[config.mk]
export PLATFORM = sky130hd
export DESIGN_NAME = napt_ctrl
export DESIGN_NICKNAME = d
export VERILOG_FILES = /design/src/rtl/core/napt_pkg.sv /design/src/rtl/core/napt_ctrl.sv
export SDC_FILE = /design/constraint.sdc
export NUM_CORES = 1
export LEC_CHECK = 0
export ABC_AREA = 1
export BUFFER_PORTS_ARGS = -buffer_cell sky130_fd_sc_hd__buf_4
export CORE_AREA = 2 2 39 41
export CTS_BUF_LIST = sky130_fd_sc_hd__clkbuf_4
export CTS_CLUSTER_SIZE = 12
export DETAILED_ROUTE_END_ITERATION = 12
export DIE_AREA = 0 0 41 43
export SETUP_SLACK_MARGIN = 0.5
export SYNTH_ARGS = -nofsm -noshare
export SYNTH_HDL_FRONTEND = slang
export SYNTH_SLANG_ARGS = --single-unit
[constraint.sdc]
create_clock -name clk -period 1 [get_ports clk]
set_clock_uncertainty 0.05 [all_clocks]
set_input_delay 0.2 -clock clk [delete_from_list [all_inputs] [get_ports clk]]
set_output_delay 0.2 -clock clk [all_outputs]
set_load 0.005 [all_outputs]
[src/rtl/core/napt_pkg.sv]
// ----------------------------------------------------------------------------
// napt_pkg
// Shared types and codes of the address-and-port translation table.
// ----------------------------------------------------------------------------
package napt_pkg;

	localparam logic [1:0] FUNC_OUT  = 2'd0;
	localparam logic [1:0] FUNC_IN   = 2'd1;
	localparam logic [1:0] FUNC_TICK = 2'd2;
	localparam logic [1:0] FUNC_ADD  = 2'd3;

	localparam logic [1:0] PC_ICMP = 2'd0;
	localparam logic [1:0] PC_UDP  = 2'd1;
	localparam logic [1:0] PC_TCP  = 2'd2;
	localparam logic [1:0] PC_UNK  = 2'd3;

	localparam logic [7:0] PNUM_ICMP = 8'd1;
	localparam logic [7:0] PNUM_UDP  = 8'd17;
	localparam logic [7:0] PNUM_TCP  = 8'd6;

	localparam logic [2:0] ST_TRANSLATED = 3'd0;
	localparam logic [2:0] ST_PASSED     = 3'd1;
	localparam logic [2:0] ST_NOT_FOUND  = 3'd2;
	localparam logic [2:0] ST_FULL       = 3'd3;
	localparam logic [2:0] ST_UNSUPP     = 3'd4;
	localparam logic [2:0] ST_DONE       = 3'd5;

	localparam logic CFG_EXPIRE = 1'b0;
	localparam logic CFG_ENABLE = 1'b1;

	typedef enum logic [2:0] {
		MODE_NONE,
		MODE_TICK,
		MODE_ADD,
		MODE_OUT,
		MODE_IN
	} mode_t;

	typedef struct packed {
		logic        vld;
		logic [1:0]  prot;
		logic [31:0] iaddr;
		logic [15:0] iid;
		logic [31:0] eaddr;
		logic [15:0] eid;
		logic [32:0] expiry;
	} entry_t;

	typedef struct packed {
		logic clr;
		logic load;
		logic scan;
		logic finish;
	} cmd_t;

	typedef struct packed {
		logic cnt_last;
	} sts_t;

	function automatic logic [1:0] proto_code(input logic [7:0] p);
		logic [1:0] c;
		c = PC_UNK;
		if (p == PNUM_ICMP) c = PC_ICMP;
		else if (p == PNUM_UDP) c = PC_UDP;
		else if (p == PNUM_TCP) c = PC_TCP;
		return c;
	endfunction

endpackage

[src/rtl/core/napt_ctrl.sv]
// ----------------------------------------------------------------------------
// napt_ctrl
// Sequencer: clearing pass, item accept, table scan, finish, result hold.
// ----------------------------------------------------------------------------
module napt_ctrl import napt_pkg::*; (
	input  logic clk,
	input  logic arst_n,
	input  logic in_valid,
	output logic in_ready,
	output logic out_valid,
	input  logic out_ready,
	input  sts_t sts,
	output cmd_t cmd
);

	typedef enum logic [2:0] {
		S_CLEAR,
		S_IDLE,
		S_SCAN,
		S_DRAIN,
		S_FIN,
		S_OUT
	} state_t;

	state_t state_q;
	logic   in_ready_q;
	logic   out_valid_q;

	assign in_ready   = in_ready_q;
	assign out_valid  = out_valid_q;
	assign cmd.clr    = (state_q == S_CLEAR);
	assign cmd.load   = in_valid && in_ready_q;
	assign cmd.scan   = (state_q == S_SCAN);
	assign cmd.finish = (state_q == S_FIN);

	always_ff @(posedge clk or negedge arst_n) begin
		if (!arst_n) begin
			state_q     <= S_CLEAR;
			in_ready_q  <= 1'b0;
			out_valid_q <= 1'b0;
		end else begin
			unique case (state_q)
				S_CLEAR: begin
					if (sts.cnt_last) begin
						state_q    <= S_IDLE;
						in_ready_q <= 1'b1;
					end
				end
				S_IDLE: begin
					if (in_valid) begin
						state_q    <= S_SCAN;
						in_ready_q <= 1'b0;
					end
				end
				S_SCAN: begin
					if (sts.cnt_last) state_q <= S_DRAIN;
				end
				S_DRAIN: state_q <= S_FIN;
				S_FIN: begin
					state_q     <= S_OUT;
					out_valid_q <= 1'b1;
				end
				S_OUT: begin
					if (out_ready) begin
						state_q     <= S_IDLE;
						out_valid_q <= 1'b0;
						in_ready_q  <= 1'b1;
					end
				end
				default: state_q <= S_CLEAR;
			endcase
		end
	end

`ifndef NO_ASSERTIONS
	a_cmd_onehot: assert property (@(posedge clk) disable iff (!arst_n)
		$onehot0({cmd.clr, cmd.load, cmd.scan, cmd.finish}))
		else $error("more than one datapath command");
	a_no_overlap: assert property (@(posedge clk) disable iff (!arst_n)
		!(in_ready && out_valid))
		else $error("accepting while a result is pending");
	a_load_scan: assert property (@(posedge clk) disable iff (!arst_n)
		cmd.load |=> cmd.scan)
		else $error("accepted beat did not start a scan");
	a_fin_out: assert property (@(posedge clk) disable iff (!arst_n)
		cmd.finish |=> out_valid)
		else $error("finish did not present a result");
`endif

endmodule

==> summary.txt, run 1 <==
Reg clk slew, reported paths - 0.05 ns
Most frequent cells in the layout - buf_4, nand2_1, buf_6
Cells along the critical path - inv_2 > nand2_2 > nor2_2 > buf_4
Share of the cycle needed by the critical path after routing - 134%
Min Clock Period, post-route - 1.34 ns
CTS Buf Count - 3
Wire length of the first global-routing pass - 1420 µm
Distinct cell type count of the synthesized netlist - 13
Die footprint - 0.00176 mm²
Initial antenna violation count - 0
Starting Density - 23.8%
Clock buffer depth - 2
Count of TritonRoute iterations in the first routing pass - 2
Outcome - complete, but fails checks
Pin count of the biggest net entering global routing - 8
Top achievable clock speed - 747 MHz
Die outline height - 43 µm
Average vias per placed instance - 4.32
Number of vias after detailed routing - 423
Delay of the slowest critical-path stage - 0.41 ns
Critical setup path kind - flip-flop to output pin
Largest fanout of any net on the critical path - 4
Static leakage - 0.350 nW
Worst slew margin - 88.7%
Bufs and invs on worst path - 2
Setup repair after global routing missed its margin - yes
Via count of the first global-routing pass - 394
Worst path top cell family by delay - flip-flops
Number of cell rows - 14
Area occupied by multi-input gates - 214 µm²
Boundary Pins - 11
Inserted Diodes - 0
Pre-CTS WS - -0.142 ns
CTS tree - done
Min-Delay Path Class - input pin to flip-flop
Mapped Nets - 58
Number of antenna-violating nets in the routed design - 0
Area growth from synthesis to layout - 100%
Per-instance average area after synthesis - 6.21 µm²
H-Tree Level Count - 1
Maximum VDD drop - 1.05 mV
GPL Wtd Cong - 0.795
Critical path launch point type - flip-flop
Required time of the critical path - 0.75 ns
Post-synthesis sequential element count - 5
Cell area after technology mapping - 329 µm²
PwrDens - 3120 mW/mm²
FF/Latch Area - 128 µm²
Number of hold violations in the final report - 0
Detail-routed net length per standard cell - 10.1 µm
Slew at the pin closest to its max-slew limit - 0.169 ns
DRC errors left - 0
Number of failing setup endpoints in the final timing report - 9
Starting DRC count in detailed routing - 5
Max cap viols - 0
Die outline width - 41 µm
Number of sinks driven by the clock tree - 5
Violations in the final reports - negative setup slack
Total number of nets in the final design - 88
Share of the yosys chip area belonging to registers - 38.0%
Port Buffers - 10
Count of mapped cells out of synthesis - 53
Kind of end point of the critical path - output pin
CTS root buffer - clkbuf_4
Fraction of layout cells with a size suffix above 1 - 59.8%
Number of synthesis warnings - 0
Detail Placement HPWL - 683 µm
Pins over their slew limit - 0
Routed WL - 994 µm
Core ar. - 0.00138 mm²
Most common library cell in the layout ignoring fill and taps - buf_4
Fill cells - 141
Worst path arrival time - 1.09 ns
Total congestion overflow - 0
Utilization of the core after routing - 47.6%
Register-to-Register Setup Slack - -0.22 ns
Worst-Skew Late Latency - 0.25 ns
Overall routing resource usage - 12.8%
Final critical-path setup slack - -0.340 ns
Worst-path cell with the longest stage delay - dfrtp_1
## final timing paths
check / from / endpoint / cells past startpoint
worst max-delay path: state_q[1] / cmd[0] / 4
worst min-delay path: sts / state_q[0] / 3
worst max register to register: state_q[0] / in_ready / 7
max in group asynchronous: arst_n / state_q[2] / 2
worst min register to register: out_valid / out_valid / 2
min in group asynchronous: arst_n / out_valid / 2
## state kept, by name, summed over array words and instances (netlist names)
| name | flops |
|---|---|
| in_ready | 1 |
| out_valid | 1 |
| state_q | 3 |
## per-stage QoR
step	setup TNS (ns)	area [µm²]	total power [mW]	hold slack, ns	std cells
after floorplan	-0.103	335	0.889	-0.146	53
after global placement	-0.669	483	1.31	-0.0412	86
final	-1.90	658	2.05	0.186	98
after CTS	-1.72	573	1.78	0.180	93
after global routing	-2.58	658	2.25	0.197	98
after detailed placement	-0.621	483	1.32	-0.0402	86
## cells in the mapped netlist (all sizes together)
master	count	area share (%)
a21oi	1	1.5
dfrtp	5	38
inv	10	11
nand2	17	19
nand3	1	1.5
nor2	13	18
nor3	1	1.5
o21ai	3	4.6
o21bai	1	2.3
or2	1	1.9
## layout make-up
| type | count | share of cell area, % |
|---|---|---|
| Sequential cell | 5 | 19.4 |
| Clock buffer | 4 | 4.56 |
| Tap cell | 16 | 3.04 |
| Timing Repair Buffer | 25 | 34.0 |
| Multi-Input combinational cell | 38 | 32.5 |
| Inverter | 10 | 6.46 |
## routing by layer
metal	vias up	GRT usage, %	share of wire [%]
met3	5	3.14	4.2
li1	216	-	-
met2	11	20.0	54
met5	-	0	0
met1	191	12.5	38
met4	0	12.0	3.8
## cells by family (layout without fill, tap and decap cells)
group / Yosys count / after routing / share of synthesized area [%]
simple gates: 33 / 33 / 42.2
buf+inv: 10 / 39 / 11.4
flops: 5 / 5 / 38.0
compound gates: 5 / 5 / 8.36
## repair_timing
action	in CTS	in global routing
buffers inserted	2	5
resized for setup	11	17
hold buffers	1	0
endpoints found under the hold margin	5	0
setup endpoints to repair	11	11
pin swaps	3	8
## where the power goes
part           leakage, nW  switching (mW)  internal, mW  total [mW]
Combinational        0.273           0.587         0.742        1.33
Sequential          0.0581           0.139         0.310       0.449
Clock               0.0184          0.0933         0.179       0.272
## tightest hold or removal path, delay by kind of cell
family	cells	cell delay (ns)
buffers and inverters	1	0.11
AOI/OAI and AO/OA	1	0.10
and+or+nand+nor	1	0.04
Note: power is estimated with default switching activity, not from simulation.
==> inputs of run 2 (changes only) <==
==> constraint.sdc (replaced) <==
create_clock -name clk -period 1 [get_ports clk]
set_clock_uncertainty 0.05 [all_clocks]
set_input_delay 0.1 -clock clk [delete_from_list [all_inputs] [get_ports clk]]
set_output_delay 0.1 -clock clk [all_outputs]
set_load 0.005 [all_outputs]
==> summary.txt, run 2 (synthesis gave the netlist of run 1 again) <==
Total congestion overflow - 0 (unchanged)
Number of cell rows - 14 (unchanged)
Sequential share of power - 20.7% (-1.2 points)
Max cap viols - 0 (unchanged)
Slew at the pin closest to its max-slew limit - 0.142 ns (-0.0272 ns)
Min Clock Period, post-route - 1.30 ns (-0.0417 ns)
Final total negative setup slack - -1.52 ns (+0.380 ns)
Area growth from synthesis to layout - 95.4%
Worst hold stages - 4 (+1)
Detail-routed net length per standard cell - 10.8 µm (+6.6%)
Reg clk slew, reported paths - 0.05 ns (about the same)
H-Tree Level Count - 1 (unchanged)
Cell area after layout - 643 µm² (-2.3%)
Top achievable clock speed - 771 MHz (+3.2%)
DRC errors left - 0 (unchanged)
Via count of the first global-routing pass - 413 (+4.8%)
Clock buffer depth - 2 (unchanged)
Static leakage - 0.346 nW (-1.1%)
Die footprint - 0.00176 mm² (unchanged)
Comb power frac - 66.2% (+1.4 points)
Most frequent cells in the layout - nand2_1, buf_4, buf_6
Worst path arrival time - 1.15 ns (+0.06 ns)
Boundary Pins - 11 (unchanged)
Cell-internal power - 1.21 mW (-1.9%)
Kind of end point of the critical path - output pin
End of the worst hold path - state_q[2]
Fill cells - 137 (-2.8%)
Largest fanout of any net on the critical path - 3 (-1)
Setup repair after global routing missed its margin - yes
Port Buffers - 10 (unchanged)
Pins over their slew limit - 0 (unchanged)
Startpoint of the worst hold path - out_ready
Switching component of the power - 0.846 mW (+3.3%)
Required time of the critical path - 0.85 ns (+0.10 ns)
Reg-to-reg startpoint - state_q[0]
Final critical-path setup slack - -0.298 ns (+0.0417 ns)
Number of failing setup endpoints in the final timing report - 7 (-2)
Most flops, register - state_q
Pin count of the biggest net entering global routing - 6 (-2)
Average vias per placed instance - 4.43 (+2.6%)
Die outline width - 41 µm (unchanged)
Clock Power Share - 13.1% (-0.2 points)
Number of sinks driven by the clock tree - 5 (unchanged)
Starting Density - 23.8% (unchanged)
Initial antenna violation count - 0 (unchanged)
Inserted Diodes - 0 (unchanged)
Instance area at placement - 468 µm² (-3.1%)
Critical path launch point type - flip-flop
Maximum VDD drop - 0.805 mV (-23%)
CTS root buffer - clkbuf_4
Violations in the final reports - negative setup slack
Worst reg2reg path depth - 7 (unchanged)
Fraction of layout cells with a size suffix above 1 - 56.3% (-3.5 points)
Routed WL - 1040 µm (+4.4%)
Number of hold violations in the final report - 0 (unchanged)
Detail Placement HPWL - 693 µm (+1.5%)
Number of vias after detailed routing - 425 (+0.47%)
Count of TritonRoute iterations in the first routing pass - 4 (+2)
Share of the cycle needed by the critical path after routing - 130% (-4.2 points)
Flip-flop count of the largest register, all copies and words added - 3 (unchanged)
Worst slew margin - 90.4% (+1.7 points)
GPL Wtd Cong - 0.746 (-6.1%)
PwrDens - 3190 mW/mm² (+2.5%)
Critical setup path kind - flip-flop to output pin
Switching portion of total power - 41.2% (+1.2 points)
Overall routing resource usage - 12.5% (-0.29 points)
Register-to-Register Setup Slack - -0.22 ns (about the same)
Outcome - complete, but fails checks
Total number of nets in the final design - 86 (-2.3%)
CTS tree - done
Starting DRC count in detailed routing - 7 (+2)
CTS Buf Count - 3 (unchanged)
Die outline height - 43 µm (unchanged)
Core ar. - 0.00138 mm² (unchanged)
R2R Path End - in_ready
Worst-Skew Late Latency - 0.24 ns (about the same)
Min-Delay Path Class - input pin to flip-flop
Number of antenna-violating nets in the routed design - 0 (unchanged)
Wire length of the first global-routing pass - 1500 µm (+5.3%)
## run 2: cell types whose count changed in the layout (fill, tap and decap cells not counted), moves of 2 or more
cell and delta:
nand2_1 +2, nand2_2 -3, nor2_1 +2, nor2_2 -2
## run 2: worst max-delay path: stages, from the launching register on
cell	delay, ns
dfrtp_2	0.44
nor2_4	0.13
inv_2	0.06
nor2_4	0.10
buf_6	0.10
buf_6	0.08
## run 2: what timing repair did
item	in CTS	in global routing
hold buffers	1	0
buffers inserted	7	0
pin swaps	4	3
endpoints found under the hold margin	5	0
endpoints found under the setup margin	11	11
resized for setup	20	6
## run 2: power by group through the flow
stage,clock (mW),sequential (mW),combinational (mW)
after floorplan,0,0.415,0.474
after global placement,0,0.412,0.864
after detailed placement,0,0.413,0.869
after CTS,0.278,0.415,1.26
after global routing,0.286,0.439,1.49
final,0.269,0.426,1.36
## run 2: layout make-up
class / instances / area [µm²] / share of cell area [%]
multi-input combinational: 38 / 223 / 34.6
timing repair buffer: 23 / 205 / 31.9
sequential: 5 / 128 / 19.8
inverter: 10 / 37.5 / 5.84
clock buffer: 4 / 30.0 / 4.67
tap: 16 / 20.0 / 3.11
## run 2: metal layers
layer,GRT usage [%],share of wire [%]
met1,12.9,37
met2,21.6,57
met3,2.09,5.5
met4,7.33,0.77
met5,0,0
## run 2: through the flow
stage | power (mW) | hold slack [ns] | worst slack, ns | cells | utilization [%]
floorplan | 0.889 | -0.246 | -0.0787 | 53 | -
detailed placement | 1.28 | -0.141 | -0.146 | 84 | 33.8
CTS | 1.95 | 0.0902 | -0.288 | 96 | 44.7
global placement | 1.28 | -0.142 | -0.172 | 84 | 33.8
global route | 2.21 | 0.100 | -0.344 | 96 | 46.5
finish | 2.05 | 0.0874 | -0.298 | 96 | 46.5
## run 2: how the worst max path moves through the flow
| stage | start | to | slack (ns) |
|---|---|---|---|
| after global placement | state_q[2] | state_q[1] | -0.17 |
| after detailed placement | state_q[2] | state_q[1] | -0.15 |
| final | state_q[0] | cmd[1] | -0.30 |
| after floorplan | state_q[2] | state_q[1] | -0.08 |
| after CTS | state_q[0] | cmd[1] | -0.29 |
| after global routing | state_q[2] | cmd[1] | -0.34 |
==> inputs of run 3 (changes only) <==
--- a/config.mk
+++ b/config.mk
@@ -12,7 +12,10 @@
 export CTS_CLUSTER_SIZE = 12
 export DETAILED_ROUTE_END_ITERATION = 12
 export DIE_AREA = 0 0 41 43
+export PLACE_DENSITY = 0.47
+export RECOVER_POWER = 25
 export SETUP_SLACK_MARGIN = 0.5
+export SKIP_CTS_REPAIR_TIMING = 1
 export SYNTH_ARGS = -nofsm -noshare
 export SYNTH_HDL_FRONTEND = slang
 export SYNTH_SLANG_ARGS = --single-unit
==> summary.txt, run 3 (synthesis gave the netlist of run 1 again) <==
Outcome - complete, but fails checks
Violations in the final reports - negative setup slack
Pin count of the biggest net entering global routing - 6 (unchanged)
Die footprint - 0.00176 mm² (unchanged)
Pins over their slew limit - 0 (unchanged)
Reg clk slew, reported paths - 0.05 ns (about the same)
Kind of end point of the critical path - output pin
Area growth from synthesis to layout - 82.1%
Number of antenna-violating nets in the routed design - 0 (unchanged)
Max cap viols - 0 (unchanged)
Critical path launch point type - flip-flop
Via count of the first global-routing pass - 371 (-10%)
Register-to-Register Setup Slack - -0.12 ns (+0.10 ns)
Worst slew margin - 80.4% (-10 points)
End of the worst hold path - state_q[1]
Boundary Pins - 11 (unchanged)
Setup repair after global routing missed its margin - yes
Count of placed standard cells including taps - 88 (+4.8%)
Number of hold violations in the final report - 0 (unchanged)
Count of TritonRoute iterations in the first routing pass - 4 (unchanged)
CTS tree - done
Area occupied by multi-input gates - 185 µm² (-17%)
Total number of nets in the final design - 85 (-1.2%)
FF/Latch Area - 128 µm² (unchanged)
CTS root buffer - clkbuf_4
Top achievable clock speed - 771 MHz (about the same)
Min Clock Period, post-route - 1.30 ns (-0.00111 ns)
Design Power - 1.89 mW (-7.9%)
Worst-path cell with the longest stage delay - dfrtp_1
R2R Path End - in_ready
Number of failing setup endpoints in the final timing report - 9 (+2)
Detail-routed net length per standard cell - 9.42 µm (-13%)
Worst path arrival time - 1.15 ns (about the same)
H-Tree Level Count - 1 (unchanged)
Worst hold stages - 3 (-1)
GPL Wtd Cong - 0.709 (-5.0%)
CTS Buf Count - 3 (unchanged)
DRC errors left - 0 (unchanged)
Worst reg2reg path depth - 6 (-1)
Inserted Diodes - 0 (unchanged)
Number of standard cells in the final layout excluding fillers - 95 (-1.0%)
Most common library cell in the layout ignoring fill and taps - nand2_1
Fraction of layout cells with a size suffix above 1 - 43.0% (-13 points)
Cells along the critical path - inv_2 > buf_12 > nor2_4 > buf_6 > buf_6
Worst path top cell family by delay - flip-flops
Critical Path Most Common Cell - buf_6
Worst Hold Margin - 0.0722 ns (-0.0152 ns)
Die outline height - 43 µm (unchanged)
Static leakage - 0.331 nW (-4.3%)
Port Buffers - 10 (unchanged)
Die outline width - 41 µm (unchanged)
Number of sinks driven by the clock tree - 5 (unchanged)
Worst-Skew Late Latency - 0.25 ns (about the same)
Routed WL - 895 µm (-14%)
Overall routing resource usage - 12.7% (+0.21 points)
Clock buffer depth - 2 (unchanged)
Reg-to-reg startpoint - state_q[2]
Initial antenna violation count - 0 (unchanged)
Bufs and invs on worst path - 4 (+1)
Required time of the critical path - 0.85 ns (about the same)
Logic depth of the worst setup path including buffers - 5 (unchanged)
Starting Density - 23.8% (unchanged)
Slew at the pin closest to its max-slew limit - 0.293 ns (+0.151 ns)
Wire length of the first global-routing pass - 1480 µm (-1.4%)
Number of vias after detailed routing - 402 (-5.4%)
Maximum VDD drop - 0.866 mV (+7.5%)
Instance area at placement - 510 µm² (+9.1%)
Most frequent cells in the layout - nand2_1, buf_4, nor2_1
Total congestion overflow - 0 (unchanged)
Share of the cycle needed by the critical path after routing - 130% (about the same)
Min-Delay Path Class - input pin to flip-flop
Number of cell rows - 14 (unchanged)
Critical setup path kind - flip-flop to output pin
Starting DRC count in detailed routing - 9 (+2)
Final critical-path setup slack - -0.297 ns (+0.00112 ns)
Startpoint of the worst hold path - sts
Utilization of the core after routing - 43.3% (-3.2 points)
Most flops, register - state_q
Delay of the slowest critical-path stage - 0.40 ns (-0.04 ns)
Largest fanout of any net on the critical path - 4 (+1)
Detail Placement HPWL - 738 µm (+6.6%)
Core ar. - 0.00138 mm² (unchanged)
Average vias per placed instance - 4.23 (-4.4%)
Fill cells - 159 (+16%)
PwrDens - 3160 mW/mm² (-1.2%)
Cell area after layout - 599 µm² (-6.8%)
Flip-flop count of the largest register, all copies and words added - 3 (unchanged)
run 3: cell count changes in the layout (fill, tap and decap cells not counted), moves of 2 or more:
cell	previous run	this run
nand2_1	14	17
nor2_1	7	10
buf_6	8	6
nand2_2	2	0
nor2_4	4	2
run 3: power by group:
group / internal (mW) / total (mW) / leakage (nW) / switching, mW
clock: 0.179 / 0.271 / 0.0184 / 0.0922
combinational: 0.668 / 1.19 / 0.255 / 0.521
sequential: 0.310 / 0.432 / 0.0581 / 0.122
run 3: final cells by class:
cell class              count  area share, %
flip-flops and latches      5           21.3
clock buffers               4           5.01
repair buffers             22           33.2
multi-input cells          38           30.9
inverters                  10           6.26
well taps                  16           3.34
run 3: worst reg2reg max path, cell delays in order, from the launching register on:
cell and delay, ns:
dfrtp_2 0.45, inv_1 0.10, nor2_1 0.06, nand2_1 0.08, nand2_1 0.07, o21bai_1 0.13
nand2_1 0.06
run 3: per-stage QoR:
step	TNS (ns)	setup WS (ns)
floorplan	-0.103	-0.0787
finish	-1.31	-0.297
detailed placement	-0.622	-0.129
global placement	-0.661	-0.148
CTS	-1.54	-0.349
global route	-1.98	-0.365
run 3: how the worst max path moves through the flow:
stage / start / to
after floorplan: state_q[2] / state_q[1]
after global placement: state_q[2] / state_q[1]
after detailed placement: state_q[2] / state_q[1]
after CTS: state_q[2] / cmd[1]
after global routing: state_q[0] / cmd[1]
final: state_q[1] / cmd[1]
run 3: per-layer routing:
metal	GRT usage, %	up-vias	wire [µm]
li1	-	213	-
met1	14.6	180	404
met2	19.7	7	444
met3	3.14	2	22
met4	8.00	0	24
met5	0	-	0
